--- config.mk ---
export PLATFORM = sky130hd
export DESIGN_NAME = pcfd_servers
export DESIGN_NICKNAME = d
export VERILOG_FILES = /design/src/rtl/core/pcfd_pkg.sv /design/src/rtl/core/pcfd_servers.sv
export SDC_FILE = /design/constraint.sdc
export NUM_CORES = 1
export LEC_CHECK = 0
export CORE_UTILIZATION = 52
export CTS_CLUSTER_SIZE = 30
export DETAILED_ROUTE_END_ITERATION = 16
export DONT_BUFFER_PORTS = 1
export PLACE_DENSITY_LB_ADDON = 0.15
export SYNTH_ARGS = -nofsm -noshare
export SYNTH_HDL_FRONTEND = slang
export SYNTH_SLANG_ARGS = --single-unit
export TNS_END_PERCENT = 5
--- constraint.sdc ---
create_clock -name clk_i -period 7.7 [get_ports clk_i]
set_input_delay 0.385 -clock clk_i [delete_from_list [all_inputs] [get_ports clk_i]]
set_output_delay 0.385 -clock clk_i [all_outputs]
set_load 0.02 [all_outputs]
--- src/rtl/core/pcfd_pkg.sv ---
// Shared constants, types and control structs of the per-class first-free dispatcher.
package pcfd_pkg;

  // Sizing
  localparam int MAX_SERVERS = 16;
  localparam int QUEUE_DEPTH = 64;
  localparam int NUM_CLASSES = 3;

  // Fixed field widths
  localparam int TIME_W    = 32;
  localparam int DUR_W     = 16;
  localparam int TAG_W     = 16;
  localparam int CLS_W     = 2;
  localparam int SRV_OUT_W = 4;
  localparam int ACT_W     = 5;
  localparam logic [ACT_W-1:0] ACT_RESET = 5'd10;

  // Derived widths
  localparam int SRV_IDX_W = (MAX_SERVERS > 1) ? $clog2(MAX_SERVERS) : 1;
  localparam int SRV_CNT_W = $clog2(MAX_SERVERS + 1);
  localparam int CLS_IDX_W = (NUM_CLASSES > 1) ? $clog2(NUM_CLASSES) : 1;
  localparam int PTR_W     = $clog2(QUEUE_DEPTH);
  localparam int CNT_W     = $clog2(QUEUE_DEPTH + 1);
  localparam int RAM_DEPTH = NUM_CLASSES * QUEUE_DEPTH;
  localparam int RAM_AW    = $clog2(RAM_DEPTH);
  localparam int ENTRY_W   = DUR_W + TAG_W;

  // Operation and result codes
  localparam logic OP_ENQ     = 1'b0;
  localparam logic OP_TICK    = 1'b1;
  localparam logic RES_ACK    = 1'b0;
  localparam logic RES_REPORT = 1'b1;

  // Sequencer states
  typedef enum logic [2:0] {
    ST_IDLE,
    ST_ENQ,
    ST_START,
    ST_SCAN,
    ST_FIN,
    ST_EMIT
  } state_e;

  // Queue bank control and status
  typedef struct packed {
    logic                 push;
    logic                 pop;
    logic                 rd;
    logic [CLS_IDX_W-1:0] cls;
    logic [ENTRY_W-1:0]   wdata;
  } q_ctrl_t;

  typedef struct packed {
    logic               empty;
    logic               full;
    logic [ENTRY_W-1:0] head;
  } q_stat_t;

  // Server table control
  typedef struct packed {
    logic                 wr;
    logic [SRV_IDX_W-1:0] idx;
    logic [TIME_W-1:0]    fin;
    logic                 adv;
  } srv_ctrl_t;

endpackage

--- src/rtl/core/pcfd_servers.sv ---
// Server finish-time table, tick counter and the shared free-check comparator.
module pcfd_servers import pcfd_pkg::*; (
  input  logic                 clk_i,
  input  logic                 rst_ni,
  input  srv_ctrl_t            ctrl_i,
  input  logic [SRV_IDX_W-1:0] scan_idx_i,
  input  logic [DUR_W-1:0]     dur_i,
  output logic                 free_o,
  output logic [TIME_W-1:0]    fin_o
);

  logic [TIME_W-1:0] finish_q [MAX_SERVERS];
  logic [TIME_W-1:0] now_q;
  logic [TIME_W:0]   sum;
  logic [TIME_W:0]   sum_m1;

  // One compare per cycle against the server under scan
  assign free_o = (finish_q[scan_idx_i] <= now_q);

  // now + duration - 1, floored at zero and clamped at the top of the range
  assign sum    = {1'b0, now_q} + (TIME_W + 1)'(dur_i);
  assign sum_m1 = sum - (TIME_W + 1)'(1);
  always_comb begin
    if (sum == '0) begin
      fin_o = '0;
    end else if (sum_m1[TIME_W]) begin
      fin_o = '1;
    end else begin
      fin_o = sum_m1[TIME_W-1:0];
    end
  end

  always_ff @(posedge clk_i or negedge rst_ni) begin
    if (!rst_ni) begin
      for (int i = 0; i < MAX_SERVERS; i++) begin
        finish_q[i] <= '0;
      end
      now_q <= '0;
    end else begin
      if (ctrl_i.wr) begin
        finish_q[ctrl_i.idx] <= ctrl_i.fin;
      end
      // Time saturates at its maximum
      if (ctrl_i.adv && (now_q != '1)) begin
        now_q <= now_q + TIME_W'(1);
      end
    end
  end

  a_time_monotonic: assert property (@(posedge clk_i) disable iff (!rst_ni)
    now_q >= $past(now_q))
    else $error("tick counter went backwards");

  a_write_free: assert property (@(posedge clk_i) disable iff (!rst_ni)
    ctrl_i.wr |-> (finish_q[ctrl_i.idx] <= now_q))
    else $error("busy server reassigned");

  a_time_step: assert property (@(posedge clk_i) disable iff (!rst_ni)
    ctrl_i.adv && (now_q != '1) |=> (now_q == $past(now_q) + TIME_W'(1)))
    else $error("tick counter did not advance");

endmodule

# Yosys cells after proc, flatten, opt, wreduce, memory -nomap -nowiden
# Index checks and enable logic that the tools add are counted.
# totals
reg_bits	544
output_inout_bits	33
word_cells	38
inputBits	60
# classes
order_cmp	4
n_reduce_logical	3
add_sub_neg	3
bitwise_logic	2
n_mux	8
eq_ne	1
# ops
operator	n
512-bit bitwise mux	1
32-bit 2-to-1 mux	5
32-bit binary-select mux with 4-bit select	1
32-bit demux with 4-bit select	1
32-bit by 16-bit adder with 33-bit output	1
33-bit zero test	1
33-bit by 1-bit subtractor with 33-bit output, second input constant	1
32-bit by 1-bit adder with 32-bit output, second input constant	1
32-bit less-or-equal comparator	1
32-bit inequality test, second input constant	1
5-bit greater-or-equal comparator, second input constant	2
4-bit NOT with 5-bit output	2
5-bit by 1-bit < comparator with 1-bit output, second input constant	1
1-bit logical AND	2

# Longest topological paths before layout
# logic_depth
word_depth	6
ltp_mapped	15
mapped_depth_nobuf	14

# Worst setup path after synthesis
# No wires, ideal clock.
# synth_timing
path_type	input-to-output
from	input scan_idx_i[0]
to	output free_o
n_path_buf	2
required_time_ns	7.315
path_slack_ns	2.849
arrival_time_ns	4.466
cell_stages	15
path_cell_list	clkbuf_1 buf_1 mux4_2 mux4_2 ha_1 nor2b_1 o21a_1 o21a_1 o21a_1 o21a_1 o21a_1 o21a_1 o21ai_0 a21boi_0 o21ai_0
# synth_between
elab_chain_len	5
# synth_lines
item	line	text
from (decl)	pcfd_servers.sv:6	input logic [SRV_IDX_W-1:0] scan_idx_i,
4-bit NOT with 5-bit output (not written as such)	pcfd_servers.sv:18	assign free_o = (finish_q[scan_idx_i] <= now_q);
32-bit binary-select mux with 4-bit select	pcfd_servers.sv:18	
32-bit 2-to-1 mux (not written as such) (2 in a row)	pcfd_servers.sv:18	
32-bit less-or-equal comparator	pcfd_servers.sv:18	
to (decl)	pcfd_servers.sv:8	output logic free_o,
# Every way passes these cells. The select of a mux whose other input is x is not followed.

# Worst setup path in the final report
# layout_timing
from	register now_q[0]
to	output fin_o[14]
# layout_between
elab_chain_len	4
word_cells_on_any_way	5
cone_classes	add/sub (2); mux (2); reduce/logical (1)
# layout_lines
item	line	text
from (decl)	pcfd_servers.sv:13	logic [TIME_W-1:0] now_q;
from (signal assigned)	pcfd_servers.sv:45	now_q <= now_q + TIME_W'(1);
32-bit by 16-bit adder with 33-bit output (*)	pcfd_servers.sv:21	assign sum = {1'b0, now_q} + (TIME_W + 1)'(dur_i);
33-bit by 1-bit subtractor with 33-bit output	pcfd_servers.sv:22	assign sum_m1 = sum - (TIME_W + 1)'(1);
32-bit 2-to-1 mux	pcfd_servers.sv:26	end else if (sum_m1[TIME_W]) begin
32-bit 2-to-1 mux (*)	pcfd_servers.sv:24	if (sum == '0) begin
to (decl)	pcfd_servers.sv:9	output logic [TIME_W-1:0] fin_o
# Every way passes the cells marked *; elsewhere a longest branch is shown, timed or not.

==> metrics.cfg <==
[placement]
dpl_worst_slack_ns = 3.02
dp.final_hpwl_um = 38200
io_buffer_count = 0
finalWeightedCongestion = 0.848

[clock_tree]
post_cts.resized_instances = 0
cts_post_setup_buffers_inserted = 0
worst_skew_pair.late_latency_ns = 0.60
clkTransAtPathRegs_ns = 0.06
maximum_root_to_sink_buffer_count = 3
cts.hold.buffers_added = 32
cts.htree.levels = 2
tritoncts_clock_tree = yes
cts_sinks = 544
cts.root.buffer_cell = sky130_fd_sc_hd__clkbuf_16
cts_made_buffers = 55

[power_and_ir_drop]
power_per_cell_area_nw_per_um2 = 282
fin_total_pwr_mw = 8.52
vdd_drop_max_uv = 167
power_leakage_nw = 12.6

[synth]
largest_family_of_logic_cells_by_synthesized_area = multiplexers
synth-main-ff-cell = sky130_fd_sc_hd__dfrtp_1
synth_commonest_cells = sky130_fd_sc_hd__dfrtp_1 (544), sky130_fd_sc_hd__mux2_2 (512), sky130_fd_sc_hd__mux4_2 (160), sky130_fd_sc_hd__clkbuf_1 (98), sky130_fd_sc_hd__xnor2_1 (60)
synth-seq-area-share = 0.495
arithmetic_cell_share_of_the_synthesized_area_counting_full_adders_half_adders_and_majority_gates = 0.0239
post_synth_mux_area_share = 0.341
post_synthesis_net_count = 2042
postSynthRegisterBits = 544
edff_count_synth = 0
synth_cell_type_count = 79
simple_gate_share_of_the_synthesized_area = 0.0490
syn_inst = 1931
synth.area.top_cells = sky130_fd_sc_hd__dfrtp_1 (50%), sky130_fd_sc_hd__mux2_2 (21%), sky130_fd_sc_hd__mux4_2 (13%), sky130_fd_sc_hd__ha_1 (2.3%), sky130_fd_sc_hd__xnor2_1 (1.9%)
netlist.area_leader.share = 0.495
synthesis.area_per_instance_sq_um = 14.2
synth-xor-area-share = 0.0233
yosysMostFrequentCell = sky130_fd_sc_hd__dfrtp_1
netlist_area_before_placement_sq_um = 27500
post_synthesis_compound_gate_area_fraction = 0.0416
synth_top_area_cell = sky130_fd_sc_hd__dfrtp_1
async_flop_share = 1.00
synth-warning-count = 0

[grt]
grt_use_met2 = 0.419
grt-ovfl-total = 0
grt_pass1_vias = 17400
groute.usage.overall = 0.256
grt_busiest_layer = met2
antenna_found_initial = 7
first_pass_grt_wire_length_um = 104000
met1_usage = 0.353
grt_max_degree = 545
grt.met3_usage = 0.0494

[layout]
finish.net_count = 2008
register_area_sq_um = 13600
drive_above_1_share = 0.425
multi_input_comb_area_sq_um = 13200
flow.area_growth_from_synthesis_pct = 9.95
final_core_utilization = 0.583
fill_cells = 4040

[timing]
timing_max_transition_violations_final = 250
setup_violations = 0
timing.slew.headroom = -0.219
report.final.hold_viol_count = 544
clock_skew_ns = 0.00417
timing.final.crit_share = 0.686
tns_ns = 0
grt_setup_unrepaired = no
finalWorstPathRequiredPeriod_ns = 5.29
postLayoutSetupSlackWorst_ns = 2.41
timing.fmax_mhz = 189
max_slew.worst_pin.slew_ns = 1.83
worst_hold_slack_ns = -0.520

[worst_setup_path]
cp_launch_type = register
worst-endpoint-required_ns = 7.32
worstPathArrival_ns = 4.90
critical_path.max_fanout = 21
timing.setup.critical_path_class = register to primary output
crit_path_end_kind = primary output

[floorplan]
fp.dieArea_sq_um = 53800
rows = 83
initial_core_util = 0.530
coreArea_sq_um = 51800
horizontal_die_dimension_um = 232
ioPinCount = 93
vertical_die_dimension_um = 232

[route]
remaining_antenna_violation_count_after_routing = 0
dr_pass1_iterations = 7
drt_drc_violations_left = 0
drt_iter0_drc = 1098
detail_route.wl_per_cell_um = 25.3
vias = 16300
vias_per_cell = 6.22
route.final.wire_length_um = 66100

[worst_hold_path]
worstHoldPathType = primary input to asynchronous set/reset pin

[run_status]
failed_checks = negative hold slack, max-slew violations
status = finished with violations

[job]
drv.max_cap_violation_count = 0

-- cell usage in the layout, fill, tap and decap left out, types with 5 or more instances in the layout --
master,n
sky130_fd_sc_hd__nor2_1,29
sky130_fd_sc_hd__o21a_1,14
sky130_fd_sc_hd__clkbuf_16,57
sky130_fd_sc_hd__nand4_1,26
sky130_fd_sc_hd__a31oi_1,7
sky130_fd_sc_hd__nand2_1,42
sky130_fd_sc_hd__clkbuf_8,13
sky130_fd_sc_hd__nor3_1,25
sky130_fd_sc_hd__or3_1,7
sky130_fd_sc_hd__buf_4,20
sky130_fd_sc_hd__inv_1,38
sky130_fd_sc_hd__dfrtp_1,544
sky130_fd_sc_hd__nor2_4,6
sky130_fd_sc_hd__or2_2,5
sky130_fd_sc_hd__xor2_1,13
sky130_fd_sc_hd__and3_1,11
sky130_fd_sc_hd__a21o_1,18
sky130_fd_sc_hd__nand2b_1,12
sky130_fd_sc_hd__clkbuf_1,9
sky130_fd_sc_hd__nand3_1,35
sky130_fd_sc_hd__ha_1,50
sky130_fd_sc_hd__mux4_2,160
sky130_fd_sc_hd__xnor2_1,60
sky130_fd_sc_hd__a211oi_1,8
sky130_fd_sc_hd__a21oi_1,28
sky130_fd_sc_hd__mux2_2,512
sky130_fd_sc_hd__o21ai_0,34
sky130_fd_sc_hd__dlygate4sd3_1,32
sky130_fd_sc_hd__o21ai_1,7
sky130_fd_sc_hd__nor2b_1,12
sky130_fd_sc_hd__bufinv_16,7
-- stage by stage --
stage	std cells	area, sq um
2_1_floorplan	1931	27500
3_3_place_gp	2488	28000
3_5_place_dp	2488	28000
4_1_cts	2613	30200
5_1_grt	2615	30200
6_report	2617	30200
-- path summary, 6_finish.rpt --
check                                    from            end  slack (ns)  depth (start not counted)
worst max-delay path                 now_q[0]      fin_o[14]        2.41                         12
worst min register to register  finish_q[248]  finish_q[248]        0.50                          1
min in group clk_i                 ctrl_i[36]  finish_q[252]        0.07                          2
worst max register to register      now_q[23]      now_q[31]        4.23                         10
worst min-delay path                   rst_ni  finish_q[184]       -0.52                          0
max in group asynchronous              rst_ni      now_q[25]        6.76                          0
-- worst max-delay path: stages (launching register included) --
cell and delay, ns:
sky130_fd_sc_hd__dfrtp_1 0.44, sky130_fd_sc_hd__ha_1 0.25, sky130_fd_sc_hd__inv_1 0.07, sky130_fd_sc_hd__fa_1 0.40, sky130_fd_sc_hd__nor2b_1 0.25, sky130_fd_sc_hd__o31a_1 0.25
sky130_fd_sc_hd__o2111ai_2 0.25, sky130_fd_sc_hd__a211oi_1 0.31, sky130_fd_sc_hd__xnor2_1 0.24, sky130_fd_sc_hd__nand4_1 0.30, sky130_fd_sc_hd__nor3_2 0.51, sky130_fd_sc_hd__and3_1 0.62
sky130_fd_sc_hd__o21ai_0 0.41
-- cell families after synthesis --
kind of cell	Yosys count
AOI/OAI and AO/OA	159
buffers and inverters	182
and+or+nand+nor	248
xor gates and xnor gates	73
adders and majority gates	52
DFF	544
muxes	673
-- where the power goes --
| part | leakage [nW] | internal [mW] | switching, mW |
|---|---|---|---|
| Combinational | 5.00 | 1.09 | 0.798 |
| Sequential | 6.64 | 3.51 | 0.322 |
| Clock | 0.929 | 1.70 | 1.11 |
-- state kept, by name, summed over array words and instances (netlist names) --
signal / cells
now_q: 32
finish_q: 512
-- final cells by class --
class	instances	area share
well taps	680	0.0282
clock inverters	14	0.00845
repair buffers	52	0.0156
multi-input cells	1205	0.438
diodes	4	0.000331
flip-flops and latches	544	0.450
inverters	39	0.00484
clock buffers	79	0.0542
-- routing by layer --
metal / up-vias / part of all wire
li1: 7141 / -
met2: 322 / 0.48
met4: 8 / 0.021
met3: 94 / 0.047
met1: 8710 / 0.45
met5: - / 0.00076
Note: power is estimated with default switching activity, not from simulation.
